$ cat src/assert_macros.svh
// ----------------------------------------------------------------------------
// assert_macros.svh
// Assertion macros used by the scaler RTL; ASSERT_OFF removes them.
// ----------------------------------------------------------------------------
`ifndef ASSERT_MACROS_SVH
`define ASSERT_MACROS_SVH

`ifndef ASSERT_OFF

// Property checked on every rising edge outside reset
`define ASSERT_PROP(name, clk, rst_n, prop, msg) \
	name: assert property (@(posedge clk) disable iff (!rst_n) (prop)) else $error(msg);

// Condition in one cycle implies consequence in the next
`define ASSERT_NEXT(name, clk, rst_n, ante, cons, msg) \
	name: assert property (@(posedge clk) disable iff (!rst_n) (ante) |=> (cons)) \
		else $error(msg);

`else

`define ASSERT_PROP(name, clk, rst_n, prop, msg)
`define ASSERT_NEXT(name, clk, rst_n, ante, cons, msg)

`endif

`endif

$ cat src/yrs_pkg.sv
// ----------------------------------------------------------------------------
// yrs_pkg
// Shared constants, codes and types of the YUYV/RGB565 scaler.
// ----------------------------------------------------------------------------
package yrs_pkg;

	localparam int MAX_LINE_PAIRS_DEF = 512;

	localparam int WORD_W   = 32;
	localparam int PIX_W    = 16;
	localparam int PPL_W    = 10;
	localparam int CFG_IDX_W = 2;
	localparam int CFG_DATA_W = 10;

	localparam logic [PPL_W-1:0] PPL_RESET = PPL_W'(160);

	localparam logic [CFG_IDX_W-1:0] REG_INPUT_FORMAT   = 2'd0;
	localparam logic [CFG_IDX_W-1:0] REG_SCALE_MODE     = 2'd1;
	localparam logic [CFG_IDX_W-1:0] REG_PAIRS_PER_LINE = 2'd2;

	localparam logic [1:0] MODE_NONE = 2'd0;
	localparam logic [1:0] MODE_UP   = 2'd1;
	localparam logic [1:0] MODE_DOWN = 2'd2;

	localparam logic FMT_YUYV   = 1'b0;
	localparam logic FMT_RGB565 = 1'b1;

	localparam logic OP_NEW    = 1'b0;
	localparam logic OP_REPLAY = 1'b1;

	// result pattern of one item
	localparam logic [1:0] KIND_SINGLE = 2'd0;
	localparam logic [1:0] KIND_PAIR   = 2'd1;
	localparam logic [1:0] KIND_DOUBLE = 2'd2;

	typedef struct packed {
		logic [1:0] kind;
		logic       eol;
	} item_ctrl_t;

endpackage

$ cat src/yrs_merge.sv
// ----------------------------------------------------------------------------
// yrs_merge
// Output stage: merges the two lane pixels into the result sequence.
// ----------------------------------------------------------------------------
module yrs_merge (
	input  logic                      clk,
	input  logic                      arst_n,
	input  logic                      in_valid,
	input  yrs_pkg::item_ctrl_t       in_ctrl,
	input  logic [yrs_pkg::PIX_W-1:0] in_p0,
	input  logic [yrs_pkg::PIX_W-1:0] in_p1,
	output logic                      take,
	output logic                      out_valid,
	input  logic                      out_stall,
	output logic [yrs_pkg::PIX_W-1:0] pixel,
	output logic                      last_of_item,
	output logic                      row_end
);
	import yrs_pkg::*;

	logic             busy_q;
	logic [1:0]       idx_q;
	item_ctrl_t       ctrl_q;
	logic [PIX_W-1:0] p0_q, p1_q;
	logic             last;
	logic             done;

	always_comb begin
		case (ctrl_q.kind)
			KIND_DOUBLE: begin
				last  = (idx_q == 2'd3);
				pixel = idx_q[1] ? p1_q : p0_q;
			end
			KIND_PAIR: begin
				last  = (idx_q == 2'd1);
				pixel = idx_q[0] ? p1_q : p0_q;
			end
			default: begin
				last  = 1'b1;
				pixel = p0_q;
			end
		endcase
	end

	assign done         = busy_q && !out_stall && last;
	assign take         = in_valid && (!busy_q || done);
	assign out_valid    = busy_q;
	assign last_of_item = last;
	assign row_end      = last && ctrl_q.eol;

	always_ff @(posedge clk or negedge arst_n) begin
		if (!arst_n) begin
			busy_q <= 1'b0;
			idx_q  <= 2'd0;
		end else if (take) begin
			busy_q <= 1'b1;
			idx_q  <= 2'd0;
		end else if (busy_q && !out_stall) begin
			busy_q <= !last;
			idx_q  <= idx_q + 2'd1;
		end
	end

	always_ff @(posedge clk) begin
		if (take) begin
			ctrl_q <= in_ctrl;
			p0_q   <= in_p0;
			p1_q   <= in_p1;
		end
	end

endmodule

$ cat config.mk
export PLATFORM = sky130hd
export DESIGN_NAME = yrs_merge
export DESIGN_NICKNAME = d
export VERILOG_FILES = /design/src/assert_macros.svh /design/src/yrs_pkg.sv /design/src/yrs_merge.sv
export SDC_FILE = /design/constraint.sdc
export NUM_CORES = 1
export LEC_CHECK = 0
export BUFFER_PORTS_ARGS = -buffer_cell sky130_fd_sc_hd__buf_2
export CORE_UTILIZATION = 50
export DETAILED_ROUTE_END_ITERATION = 16
export GPL_ROUTABILITY_DRIVEN = 0
export PLACE_DENSITY = 0.82
export SLEW_MARGIN = 20
export SYNTH_ARGS = -nofsm -noshare
export SYNTH_HDL_FRONTEND = slang
export SYNTH_SLANG_ARGS = --single-unit
$ cat constraint.sdc
create_clock -name clk -period 4.7 [get_ports clk]
set_clock_uncertainty 0.1 [all_clocks]
set_input_delay 0.94 -clock clk [delete_from_list [all_inputs] [get_ports clk]]
set_output_delay 0.94 -clock clk [all_outputs]
set_load 0.01 [all_outputs]
# --- After elaboration in Yosys (flattened, before gate mapping) ---
# Cells that the tools add are included.
word_totals:
  register_bits: 38
  input_bits: 39
  out_inout_bits: 20
classes:
  n_addsub: 1
  eq_ne: 4
  muxes: 8
  n_reduce_logical: 9
op_table:
  columns: ["op", "count"]
  rows:
  - ["16-bit 2-to-1 mux", 2]
  - ["16-bit case mux with 2 select lines", 1]
  - ["2-bit by 1-bit == test with 1-bit output (second input constant)", 2]
  - ["2-bit == test (second input constant)", 2]
  - ["1-bit logical AND", 4]
  - ["2-bit 2-to-1 mux", 2]
  - ["1-bit zero test", 3]
  - ["2-bit by 1-bit adder with 2-bit output (second input constant)", 1]
  - ["1-bit 2-to-1 mux", 2]
  - ["1-bit case mux with 2 select lines", 1]
  - ["2-bit nonzero test", 1]
  - ["1-bit logical OR", 1]

# --- Depth between registers and ports, before layout ---
logic_depth:
  ltp_word: 6
  depth_mapped: 6
  ltp_nobuf: 5

# --- Worst setup path after synthesis ---
# Ideal clock, no wire load.
synth_timing:
  path_type: "input-to-output"
  startpoint: "in out_stall"
  endpoint: "out take"
  t_arrival_ns: 1.979
  required_time_ns: 3.660
  slack_ns: 1.681
  cell_stages: 2
  cell_sequence: "nand2_1 > and3_1"
synth_via:
  elab_chain_len: 5
synth_lines:
  columns: ["element", "line", "rtl"]
  rows:
  - ["start, declared", "yrs_merge.sv:14", "input logic out_stall,"]
  - ["1-bit zero test", "yrs_merge.sv:45", "assign done = busy_q && !out_stall && last;"]
  - ["1-bit logical AND (2 in series)", "yrs_merge.sv:45", null]
  - ["1-bit logical OR", "yrs_merge.sv:46", "assign take = in_valid && (!busy_q || done);"]
  - ["1-bit logical AND", "yrs_merge.sv:46", null]
  - ["end, declared", "yrs_merge.sv:12", "output logic take,"]
# No other way between the ends.

# --- Final worst setup path ---
layout_timing:
  startpoint: "reg ctrl_q[1] in the netlist's numbering"
  endpoint: "out pixel[3] in the netlist's numbering"
layout_via:
  elab_chain_len: 2
  word_cells_on_any_way: 3
  classes_between: "eq/ne (2); mux (1)"
layout_lines:
  columns: ["element", "line", "rtl"]
  rows:
  - ["start, declared", "yrs_merge.sv:23", "item_ctrl_t ctrl_q;"]
  - ["start signal, assigned", "yrs_merge.sv:66", "ctrl_q <= in_ctrl;"]
  - ["2-bit by 1-bit == test with 1-bit output / 2-bit == test (equally long branches)", "yrs_merge.sv:29", "case (ctrl_q.kind)"]
  - ["16-bit case mux with 2 select lines (*)", "yrs_merge.sv:29", null]
  - ["end, declared", "yrs_merge.sv:15", "output logic [yrs_pkg::PIX_W-1:0] pixel,"]
# Mark *: on every way between the ends. The rest lies on a longest branch, timed or not.

==> metrics.md <==
| Metric | Value |
|---|---|
| Setup Viol. Count Final | 0 |
| Sequential area share after synthesis | 0.761 |
| Multiplexer share of the synthesized area | 0 |
| Setup_tns | 0 ns |
| Drt wl/cell | 15.5 µm |
| Post-DP Area | 1800 µm² |
| Slew margin rel. | 0.523 |
| VDD IR max | 0.345 mV |
| Most common cell after layout, fill and taps aside | buf_2 |
| Initial Util | 0.532 |
| Post-route ant nets | 0 |
| CP Capture Type | output pin |
| Core Area | 2780 µm² |
| CTS Buf Count | 5 |
| Mapped Cells | 87 |
| Fillers | 212 |
| Post-Syn Area | 1480 µm² |
| Startpoint types | flop |
| Syn_area_per_cell | 17.0 µm² |
| Crit path from | ctrl_q[1] |
| Min Clock Period, post-route | 3.17 ns |
| Post-cts sizing count | 0 |
| Post-Synth Adder-Cell Area | 0.0169 |
| WP depth | 5 |
| Buf/Inv on CP | 2 |
| Fraction of layout cells with a size suffix above 1 | 0.450 |
| RSZ-0062 raised after global routing | false |
| Largest family of logic cells by synthesized area | compound AO/OA/AOI/OAI gates |
| Worst reg2reg setup slack | 2.54 ns |
| CP max stage cell | a221o_1 |
| Initial antenna violation count | 0 |
| Clock Tree Buf Depth | 2 |
| Synth cell types | 26 |
| Chip Height | 56.4 µm |
| Simple-Gate Fraction of Synth Area | 0.0533 |
| #FFs+latches synth | 38 |
| DRC Markers | 0 |
| Synth warn | 0 |
| Drt first-iter violations | 46 |
| Crit Path Max Fanout | 16 |
| Max_cap viols | 0 |
| Critical path class | reg2out |
| LEAKAGE | 0.793 nW |
| Max frequency | 0.315 GHz |
| Post-Synth XOR/XNOR Area | 0.00592 |
| FP Rows | 19 |
| Largest net degree at the start of global routing | 36 |
| CTS clk-pin slew, worst paths | 0.10 ns |
| Post-CTS setup buffers | 0 |
| Number of global-route vias before repair | 987 |
| Clock latency on the worst-skew pair | 0.34 ns |
| Reg2reg end | p0_q[12] |
| Cts hold-fix bufs | 0 |
| Die Width | 56.4 µm |
| Nets@finish | 192 |
| Worst Tran Pin Value | 0.715 ns |
| CP required | 3.66 ns |
| Vias per Instance | 5.57 |
| Global-route wire length before repair | 4.21 mm |
| Area delta synth->final | 25.0% |
| CP peak stage delay | 0.53 ns |
| Reg-to-Reg Start | ctrl_q[2] |
| # diodes | 0 |
| Critical Path End | pixel[3] |
| GR Overflow Total | 0 |
| Slew Viols, Final | 0 |
| Pwr/cell area | 423 nW/µm² |
| I/O pin count | 59 |
| Count of input and output buffers | 58 |
| Drt pass-1 iters | 4 |
| Clock Sinks | 38 |
| Syn nets | 128 |
| Post-Route Utilization | 0.665 |
| Root buf cell | clkbuf_4 |
| H-tree levels | 2 |
| Fraction of the mapped netlist area in compound gates | 0.136 |
| DR vias | 1013 |
| Endpoints failing hold | 0 |
| Die area | 3180 µm² |
| Crit path cell chain | inv_1 > ha_1 > a221o_1 > a22o_1 > buf_2 |
| Final HPWL DP | 1.96 mm |
| Most frequent cells in the layout | buf_2 (58), edfxtp_1 (35), a22o_1 (17) |
| Final WL | 2.83 mm |
| Final period util | 0.675 |
| CP top delay family | compound AO/OA/AOI/OAI gates |
| Fin area | 1850 µm² |
| Outcome | finished, final reports clean |
| Worst Path Arrival | 2.13 ns |
| GRT Total Usage | 0.185 |
| Cells on worst reg2reg path | 6 |
| TritonCTS clock tree | done |
| Hold Path Class | in2async |
==> layer usage <==
layer,GRT usage,routed length [µm],up-vias
li1,-,-,471
met1,0.197,1070,491
met2,0.315,1500,41
met3,0.0484,172,10
met4,0.136,90,0
met5,0,0,-
==> worst min-delay path by stage <==
stage	startpoint	slack, ns	cells past startpoint	to
after floorplan	idx_q[0]	0.50	2	idx_q[0]
after global placement	out_valid	0.49	2	out_valid
after detailed placement	out_valid	0.50	2	out_valid
after CTS	arst_n	0.26	1	idx_q[0]
after global routing	arst_n	0.25	1	idx_q[0]
final	arst_n	0.27	1	out_valid
==> synthesized netlist by cell type (all sizes together) <==
cell / count / area [µm²]
a31oi: 1 / 6.26
o31ai: 1 / 7.51
nor3: 1 / 5.00
a221o: 1 / 10.0
edfxtp: 35 / 1050
nand2b: 1 / 6.26
a21o: 1 / 7.51
dfrtp: 3 / 75.1
nor2: 1 / 3.75
and3: 1 / 6.26
inv: 6 / 22.5
nor2b: 2 / 12.5
nand2: 3 / 11.3
ha: 2 / 25.0
a21oi: 1 / 5.00
nand3: 2 / 10.0
nor4bb: 1 / 10.0
nand3b: 1 / 7.51
a22oi: 1 / 7.51
buf: 2 / 16.3
a211o: 1 / 8.76
and2: 1 / 6.26
xor2: 1 / 8.76
a22o: 17 / 149
==> power breakdown <==
group | total, W | leakage [nW] | internal (W) | switching, W
logic | 0.000188 | 0.401 | 0.0000854 | 0.000102
clock network | 0.000157 | 0.0308 | 0.0000538 | 0.000103
registers | 0.000438 | 0.361 | 0.000414 | 0.0000233
total | 0.000782 | 0.793 | 0.000553 | 0.000229
==> metrics by stage <==
stage	power, W	hold WS, ns	worst slack, ns	cells
final	0.000782	0.268	1.53	182
after global routing	0.000819	0.249	1.39	182
after CTS	0.000787	0.257	1.21	182
after detailed placement	0.000634	0.503	1.61	175
after global placement	0.000624	0.489	1.64	175
after floorplan	0.000560	0.496	1.68	87
==> cells by family after synthesis <==
| group | Yosys count |
|---|---|
| buffers and inverters | 8 |
| AOI/OAI and AO/OA | 24 |
| xor gates and xnor gates | 1 |
| and+or+nand+nor | 14 |
| adders and majority gates | 2 |
| DFF | 38 |
==> final cells by class <==
class / count / area, µm² / area share
Tap cell: 31 / 38.8 / 0.0210
Inverter: 6 / 22.5 / 0.0122
Clock buffer: 5 / 37.5 / 0.0203
Timing Repair Buffer: 59 / 298 / 0.161
Sequential cell: 38 / 1130 / 0.609
Clock inverter: 2 / 10.0 / 0.00541
Multi-Input combinational cell: 41 / 317 / 0.171
==> flip-flops by register name, indices dropped and copies added (netlist names) <==
register and flops:
ctrl_q 3, idx_q 2, out_valid 1, p0_q 16, p1_q 16
==> worst reg2reg max path: stages (launching register included) <==
cell      delay, ns
edfxtp_1       0.40
inv_1          0.07
ha_1           0.24
xor2_1         0.22
a211o_1        0.17
and3_1         0.21
buf_4          0.42
No activity file was read; power rests on OpenSTA's default activity.
