[config.mk]
export PLATFORM = sky130hd
export DESIGN_NAME = yrs_lane
export DESIGN_NICKNAME = d
export VERILOG_FILES = /design/src/assert_macros.svh /design/src/yrs_pkg.sv /design/src/yrs_lane.sv
export SDC_FILE = /design/constraint.sdc
export NUM_CORES = 1
export LEC_CHECK = 0
export BUFFER_PORTS_ARGS = -buffer_cell sky130_fd_sc_hd__buf_2
export CAP_MARGIN = 10
export CORE_ASPECT_RATIO = 1.2
export CORE_MARGIN = 3
export CORE_UTILIZATION = 30
export CTS_BUF_LIST = sky130_fd_sc_hd__clkbuf_16
export DETAILED_ROUTE_END_ITERATION = 10
export HOLD_SLACK_MARGIN = 0.15
export SYNTH_ARGS = -nofsm -noshare
export SYNTH_HDL_FRONTEND = slang
export SYNTH_SLANG_ARGS = --single-unit
[constraint.sdc]
create_clock -name clk -period 4.6 [get_ports clk]
set_clock_uncertainty 0.05 [all_clocks]
set_input_delay 0.46 -clock clk [delete_from_list [all_inputs] [get_ports clk]]
set_output_delay 0.46 -clock clk [all_outputs]
set_load 0.01 [all_outputs]
[src/assert_macros.svh]
// ----------------------------------------------------------------------------
// assert_macros.svh
// Assertion macros used by the scaler RTL; ASSERT_OFF removes them.
// ----------------------------------------------------------------------------
`ifndef ASSERT_MACROS_SVH
`define ASSERT_MACROS_SVH

`ifndef ASSERT_OFF

// Property checked on every rising edge outside reset
`define ASSERT_PROP(name, clk, rst_n, prop, msg) \
	name: assert property (@(posedge clk) disable iff (!rst_n) (prop)) else $error(msg);

// Condition in one cycle implies consequence in the next
`define ASSERT_NEXT(name, clk, rst_n, ante, cons, msg) \
	name: assert property (@(posedge clk) disable iff (!rst_n) (ante) |=> (cons)) \
		else $error(msg);

`else

`define ASSERT_PROP(name, clk, rst_n, prop, msg)
`define ASSERT_NEXT(name, clk, rst_n, ante, cons, msg)

`endif

`endif

[src/yrs_pkg.sv]
// ----------------------------------------------------------------------------
// yrs_pkg
// Shared constants, codes and types of the YUYV/RGB565 scaler.
// ----------------------------------------------------------------------------
package yrs_pkg;

	localparam int MAX_LINE_PAIRS_DEF = 512;

	localparam int WORD_W   = 32;
	localparam int PIX_W    = 16;
	localparam int PPL_W    = 10;
	localparam int CFG_IDX_W = 2;
	localparam int CFG_DATA_W = 10;

	localparam logic [PPL_W-1:0] PPL_RESET = PPL_W'(160);

	localparam logic [CFG_IDX_W-1:0] REG_INPUT_FORMAT   = 2'd0;
	localparam logic [CFG_IDX_W-1:0] REG_SCALE_MODE     = 2'd1;
	localparam logic [CFG_IDX_W-1:0] REG_PAIRS_PER_LINE = 2'd2;

	localparam logic [1:0] MODE_NONE = 2'd0;
	localparam logic [1:0] MODE_UP   = 2'd1;
	localparam logic [1:0] MODE_DOWN = 2'd2;

	localparam logic FMT_YUYV   = 1'b0;
	localparam logic FMT_RGB565 = 1'b1;

	localparam logic OP_NEW    = 1'b0;
	localparam logic OP_REPLAY = 1'b1;

	// result pattern of one item
	localparam logic [1:0] KIND_SINGLE = 2'd0;
	localparam logic [1:0] KIND_PAIR   = 2'd1;
	localparam logic [1:0] KIND_DOUBLE = 2'd2;

	typedef struct packed {
		logic [1:0] kind;
		logic       eol;
	} item_ctrl_t;

endpackage

[src/yrs_lane.sv]
// ----------------------------------------------------------------------------
// yrs_lane
// One pixel lane: BT.601 YUV to RGB565 over two stages, or RGB565 pass.
// ----------------------------------------------------------------------------
module yrs_lane (
	input  logic                      clk,
	input  logic                      en_s2,
	input  logic                      en_s3,
	input  logic                      fmt,
	input  logic [7:0]                y,
	input  logic [7:0]                u,
	input  logic [7:0]                v,
	input  logic [yrs_pkg::PIX_W-1:0] raw,
	output logic [yrs_pkg::PIX_W-1:0] pixel
);
	import yrs_pkg::*;

	localparam int ACC_W = 20;

	logic signed [9:0]       c, d, e;
	logic signed [ACC_W-1:0] c_x, d_x, e_x;
	logic signed [ACC_W-1:0] m_yc_s2, m_re_s2, m_gd_s2, m_ge_s2, m_bd_s2;
	logic [PIX_W-1:0]        raw_s2;
	logic signed [ACC_W-1:0] acc_r, acc_g, acc_b;
	logic [7:0]              r8, g8, b8;
	logic [PIX_W-1:0]        pixel_s3;

	function automatic logic [7:0] clamp_channel(input logic signed [ACC_W-1:0] acc);
		logic [7:0] res;
		if (acc < 0) begin
			res = 8'd0;
		end else if (acc[ACC_W-1:16] != '0) begin
			res = 8'hFF;
		end else begin
			res = acc[15:8];
		end
		return res;
	endfunction

	assign c = $signed({2'b00, y}) - 10'sd16;
	assign d = $signed({2'b00, u}) - 10'sd128;
	assign e = $signed({2'b00, v}) - 10'sd128;
	assign c_x = ACC_W'(c);
	assign d_x = ACC_W'(d);
	assign e_x = ACC_W'(e);

	always_ff @(posedge clk) begin
		if (en_s2) begin
			m_yc_s2 <= c_x * 20'sd298;
			m_re_s2 <= e_x * 20'sd409;
			m_gd_s2 <= d_x * 20'sd100;
			m_ge_s2 <= e_x * 20'sd208;
			m_bd_s2 <= d_x * 20'sd516;
			raw_s2  <= raw;
		end
	end

	assign acc_r = m_yc_s2 + m_re_s2 + 20'sd128;
	assign acc_g = m_yc_s2 - m_gd_s2 - m_ge_s2 + 20'sd128;
	assign acc_b = m_yc_s2 + m_bd_s2 + 20'sd128;
	assign r8 = clamp_channel(acc_r);
	assign g8 = clamp_channel(acc_g);
	assign b8 = clamp_channel(acc_b);

	always_ff @(posedge clk) begin
		if (en_s3) begin
			pixel_s3 <= (fmt == FMT_RGB565) ? raw_s2 : {r8[7:3], g8[7:2], b8[7:3]};
		end
	end

	assign pixel = pixel_s3;

endmodule

# After elaboration in Yosys (flattened, before gate mapping)
# Cells that the tools add are included.
# totals
latchBits	0
mem_count	0
rom_bits	0
out_inout_bits	16
input_bits	44
ramBits	0
register_bits	123
elab_cells	35
# classes
div_mod_pow	0
multipliers	5
shift	0
bitwise_logic	0
n_reduce_logical	3
addsub	10
n_lt_le_gt_ge	3
n_eq_ne	0
n_mux	7
# op_table
op	n
20-bit by 9-bit adder with 20-bit output (second input constant)	3
20-bit by 1-bit less-than comparator with 1-bit output (second input constant)	3
8-bit two-way mux	6
20-bit adder	2
20-bit subtractor	2
9-bit by 9-bit multiplier with 18-bit output (second input constant)	2
9-bit by 10-bit multiplier with 19-bit output (second input constant)	1
8-bit by 8-bit subtractor with 9-bit output (second input constant)	2
16-bit two-way mux	1
9-bit by 6-bit multiplier with 15-bit output (second input constant)	1
9-bit by 5-bit multiplier with 14-bit output (second input constant)	1
4-bit nonzero test	3
8-bit by 5-bit subtractor with 9-bit output (second input constant)	1

# Longest topological paths before layout
# logic_depth
word_depth	7
mapped_depth	21
mapped_depth_nobuf	21

# Worst setup path before layout
# No wires, ideal clock.
# synth_timing
path_type	input -> register
from	input y[4]
to	register m_yc_s2[18], data pin
required_time_ns	4.271
arrival_ns	4.513
path_stages	19
path_slack_ns	-0.242
cell_sequence	inv_1 -> ha_1 -> nor3b_1 -> buf_1 -> ha_1 -> ha_1 -> inv_1 -> fa_1 -> fa_1 -> inv_1 -> ha_1 -> o21ai_0 -> a21boi_0 -> o21ai_0 -> a21boi_0 -> o21a_1 -> nor2_1 -> o21ai_0 -> o22ai_1
# synth_between
elab_chain_cells	2
# synth_lines
element	line	text
start: declaration	yrs_lane.sv:10	input logic [7:0] y,
8-bit by 5-bit subtractor with 9-bit output	yrs_lane.sv:40	assign c = $signed({2'b00, y}) - 10'sd16;
9-bit by 9-bit multiplier with 18-bit output	yrs_lane.sv:49	m_yc_s2 <= c_x * 20'sd298;
end signal: assignment	yrs_lane.sv:49	
end: declaration	yrs_lane.sv:22	logic signed [ACC_W-1:0] m_yc_s2, m_re_s2, m_gd_s2, m_ge_s2, m_bd_s2;
# No other way between the ends.
# A chain may end at the register's enable or synchronous reset.

# Final worst setup path
# layout_timing
from	input v[3]
to	register m_re_s2[18], data pin
# layout_between
elab_chain_cells	2
# layout_lines
element	line	text
start: declaration	yrs_lane.sv:12	input logic [7:0] v,
8-bit by 8-bit subtractor with 9-bit output	yrs_lane.sv:42	assign e = $signed({2'b00, v}) - 10'sd128;
9-bit by 10-bit multiplier with 19-bit output	yrs_lane.sv:50	m_re_s2 <= e_x * 20'sd409;
end signal: assignment	yrs_lane.sv:50	
end: declaration	yrs_lane.sv:22	
# No other way between the ends.

==> key figures <==
Placed design
  • I/O Buffers: 59
  • Routability cong.: 0.8241
  • Post-place instance area: 0.01195 mm2
  • DP HPWL: 18.09 mm
  • DP Cell Count: 1545

STA
  • Setup Viol. Count Final: 0
  • Slew of the pin with the lowest slew margin: 0.8962 ns
  • Fmax: 0.2288 GHz
  • Final worst-path cycle share: 95.03%
  • RSZ-0062 raised after global routing: false
  • Max-slew violation count: 0
  • Max transition margin: 40.26%
  • Period minus WS final: 4.372 ns
  • Final Hold Vio Count: 0
  • Hold Slack: 0.2376 ns

Setup path
  • Crit-path cells: buf_2 > ha_1 > ha_1 > inv_1 > fa_1 > fa_1 > inv_1 > ha_1 > fa_1 > a21o_1 > a21oi_1 > o21bai_1 > a21oi_1 > nor2b_1 > o2111ai_1 > nand2_1 > o41ai_2 > xnor2_1
  • Slowest Stage Delay on Critical Path: 0.52 ns
  • Setup crit end kind: flop
  • Critical path's slowest cell: fa_1
  • CP Class: input port to flop
  • Startpoint types: input port
  • Arr. time, crit path: 4.42 ns
  • Critical Path RT: 4.65 ns
  • Buf+Inv Stages, Crit Path: 3
  • Crit path max fanout: 2
  • Crit path max-delay family: adder cells

Global routing
  • Vias in the first global route: 7022
  • Gr ovfl total: 0
  • Initial antenna violation count: 2
  • Largest net degree at the start of global routing: 68
  • First-pass GRT wire length: 34.27 mm
  • GRT Util Overall: 11.33%

Synth
  • Syn Nets: 1343
  • Top cell type's share of synthesized area: 30.89%
  • Synth warn: 0
  • Synth cell types: 55
  • Synth area leaders: edfxtp_1 (31%), ha_1 (30%), fa_1 (10%)
  • Post-synth top flop: edfxtp_1
  • Commonest cells in the netlist: ha_1 (257), inv_1 (201), edfxtp_1 (111)
  • Mapped Cells: 988
  • Area leader, netlist: edfxtp_1
  • Post-synth EDFFs: 111
  • Register area share after synthesis: 30.89%
  • Asr flop ratio synth: 0%
  • Syn_area_per_cell: 10.92 um2
  • Most common cell in the netlist: ha_1
  • Post-synthesis instance area: 0.01079 mm2
  • Post-synthesis register bit count: 111

Clocking
  • Max clock buf depth: 2
  • Root Buffer: clkbuf_16
  • CTS clk-pin slew, worst paths: 0.07 ns
  • Clk Latency, worst-skew pair: 0.35 ns
  • CTS tree: built
  • Clk sinks: 111
  • H-tree lvl count: 3
  • Num CTS Buffers: 9

Final layout
  • Share of cells above drive strength 1: 11.53%
  • Fin util: 34.83%
  • Design Area, Final: 0.01226 mm2
  • Fillers: 3504
  • Non-Filler Instances: 1564
  • Multi-input gate area: 0.006710 mm2
  • Storage cell area: 0.003333 mm2
  • Synth-to-Final Area Change: 13.59%
  • Fin nets: 1452

Die
  • Die Width: 179.1 um
  • Die ar.: 0.03828 mm2
  • Die H: 213.7 um
  • Initial Utilization: 30.66%
  • Row cnt: 75
  • Core area: 0.03519 mm2
  • Ports: 60

Routing
  • Final ANT Viol Nets: 0
  • Initial drt markers: 274
  • Drt first pass iters: 4
  • Via count: 7091
  • Vias/cell: 4.534
  • WL final: 21.10 mm
  • DRC viols: 0
  • Avg WL per Cell: 13.49 um

Outcome
  • Status: finished, final reports clean

Pwr
  • Leakage power: 6.078 nW
  • Pwr dens: 574.8 mW/mm2
  • Peak supply drop: 0.4225 mV
  • Total Power: 7.045 mW

Hold path
  • Hold Crit Class: input port to flop

Run
  • Max_cap viols: 0
-- final timing paths --
kind | start | to | slack, ns | depth (start not counted)
worst min register to register | raw_s2[1]$_DFFE_PP_ | pixel[1]$_DFFE_PP_ | 0.52 | 2
worst max register to register | m_yc_s2[4]$_DFFE_PP_ | pixel[10]$_DFFE_PP_ | 0.75 | 14
worst max-delay path | v[3] | m_re_s2[18]$_DFFE_PP_ | 0.23 | 18
worst min-delay path | raw[8] | raw_s2[8]$_DFFE_PP_ | 0.24 | 1
-- layout make-up --
type / instances / area share (%)
Antenna cell: 1 / 0.02042
Clock buffer: 9 / 1.838
Clock inverter: 6 / 0.3165
Inverter: 201 / 6.156
Multi-Input combinational cell: 673 / 54.75
Sequential cell: 111 / 27.20
Tap cell: 462 / 4.717
Timing Repair Buffer: 101 / 5.003
-- metal layers --
layer  track usage (%)  share of wire, %  vias to the layer above
met1             14.13                46                     3318
met5                 0             0.062                        -
met2             19.85                48                      100
met3             2.781               4.3                       21
met4             2.561               1.6                        2
li1                  -                 -                     3650
-- sequential cells by signal, indices dropped and copies added, names as in the netlist --
signal and flops:
m_ge_s2 12, m_re_s2 19, m_gd_s2 12, pixel 16, m_yc_s2 18, raw_s2 16
m_bd_s2 18
-- kinds of logic (layout without fill, tap and decap cells) --
group,after synthesis,in the layout,synth area share [%]
XOR/XNOR,68,68,5.520
AO/OA/AOI/OAI,168,168,10.84
AND/OR/NAND/NOR,122,122,5.439
flip-flops,111,111,30.89
multiplexers,4,4,0.3827
adder cells (fa/ha/maj),311,311,39.82
buffers and inverters,204,317,7.097
other,0,1,0
-- layout by cell type, fill, tap and decap left out, types with 3 or more instances in the layout --
cell	n
edfxtp_1	111
nand3_1	7
nand2b_1	13
nor2_1	42
a211oi_1	3
xor2_1	20
buf_2	58
xnor2_1	47
inv_1	202
o21a_1	7
o311a_1	5
and2_1	7
fa_1	54
mux2i_1	3
nand4_1	3
a21o_1	18
a221oi_1	7
clkbuf_16	9
o21ai_0	19
nand2_1	22
o21ai_1	6
o21bai_1	19
buf_4	43
ha_1	257
nor3_1	12
o311ai_1	5
nor2b_1	6
a21oi_1	47
a31oi_1	6
-- per-stage QoR --
step,setup WS [ns],TNS (ns)
after global placement,-0.1259,-0.3224
after detailed placement,-0.2802,-0.9660
after global routing,0.002440,0
after floorplan,0.02571,0
final,0.2284,0
after CTS,0.09406,0
-- power by group --
part / switching [mW] / internal, mW / total (mW)
Sequential: 0.157 / 1.48 / 1.63
Combinational: 2.66 / 2.04 / 4.70
Clock: 0.345 / 0.364 / 0.708
Total: 3.17 / 3.88 / 7.04
-- repair_timing --
item                       in CTS  in global routing
buffers inserted                0                  3
hold buffers                    0                  0
resized for setup               0                  5
setup endpoints to repair       0                  4
(Power assumes the default switching activity.)
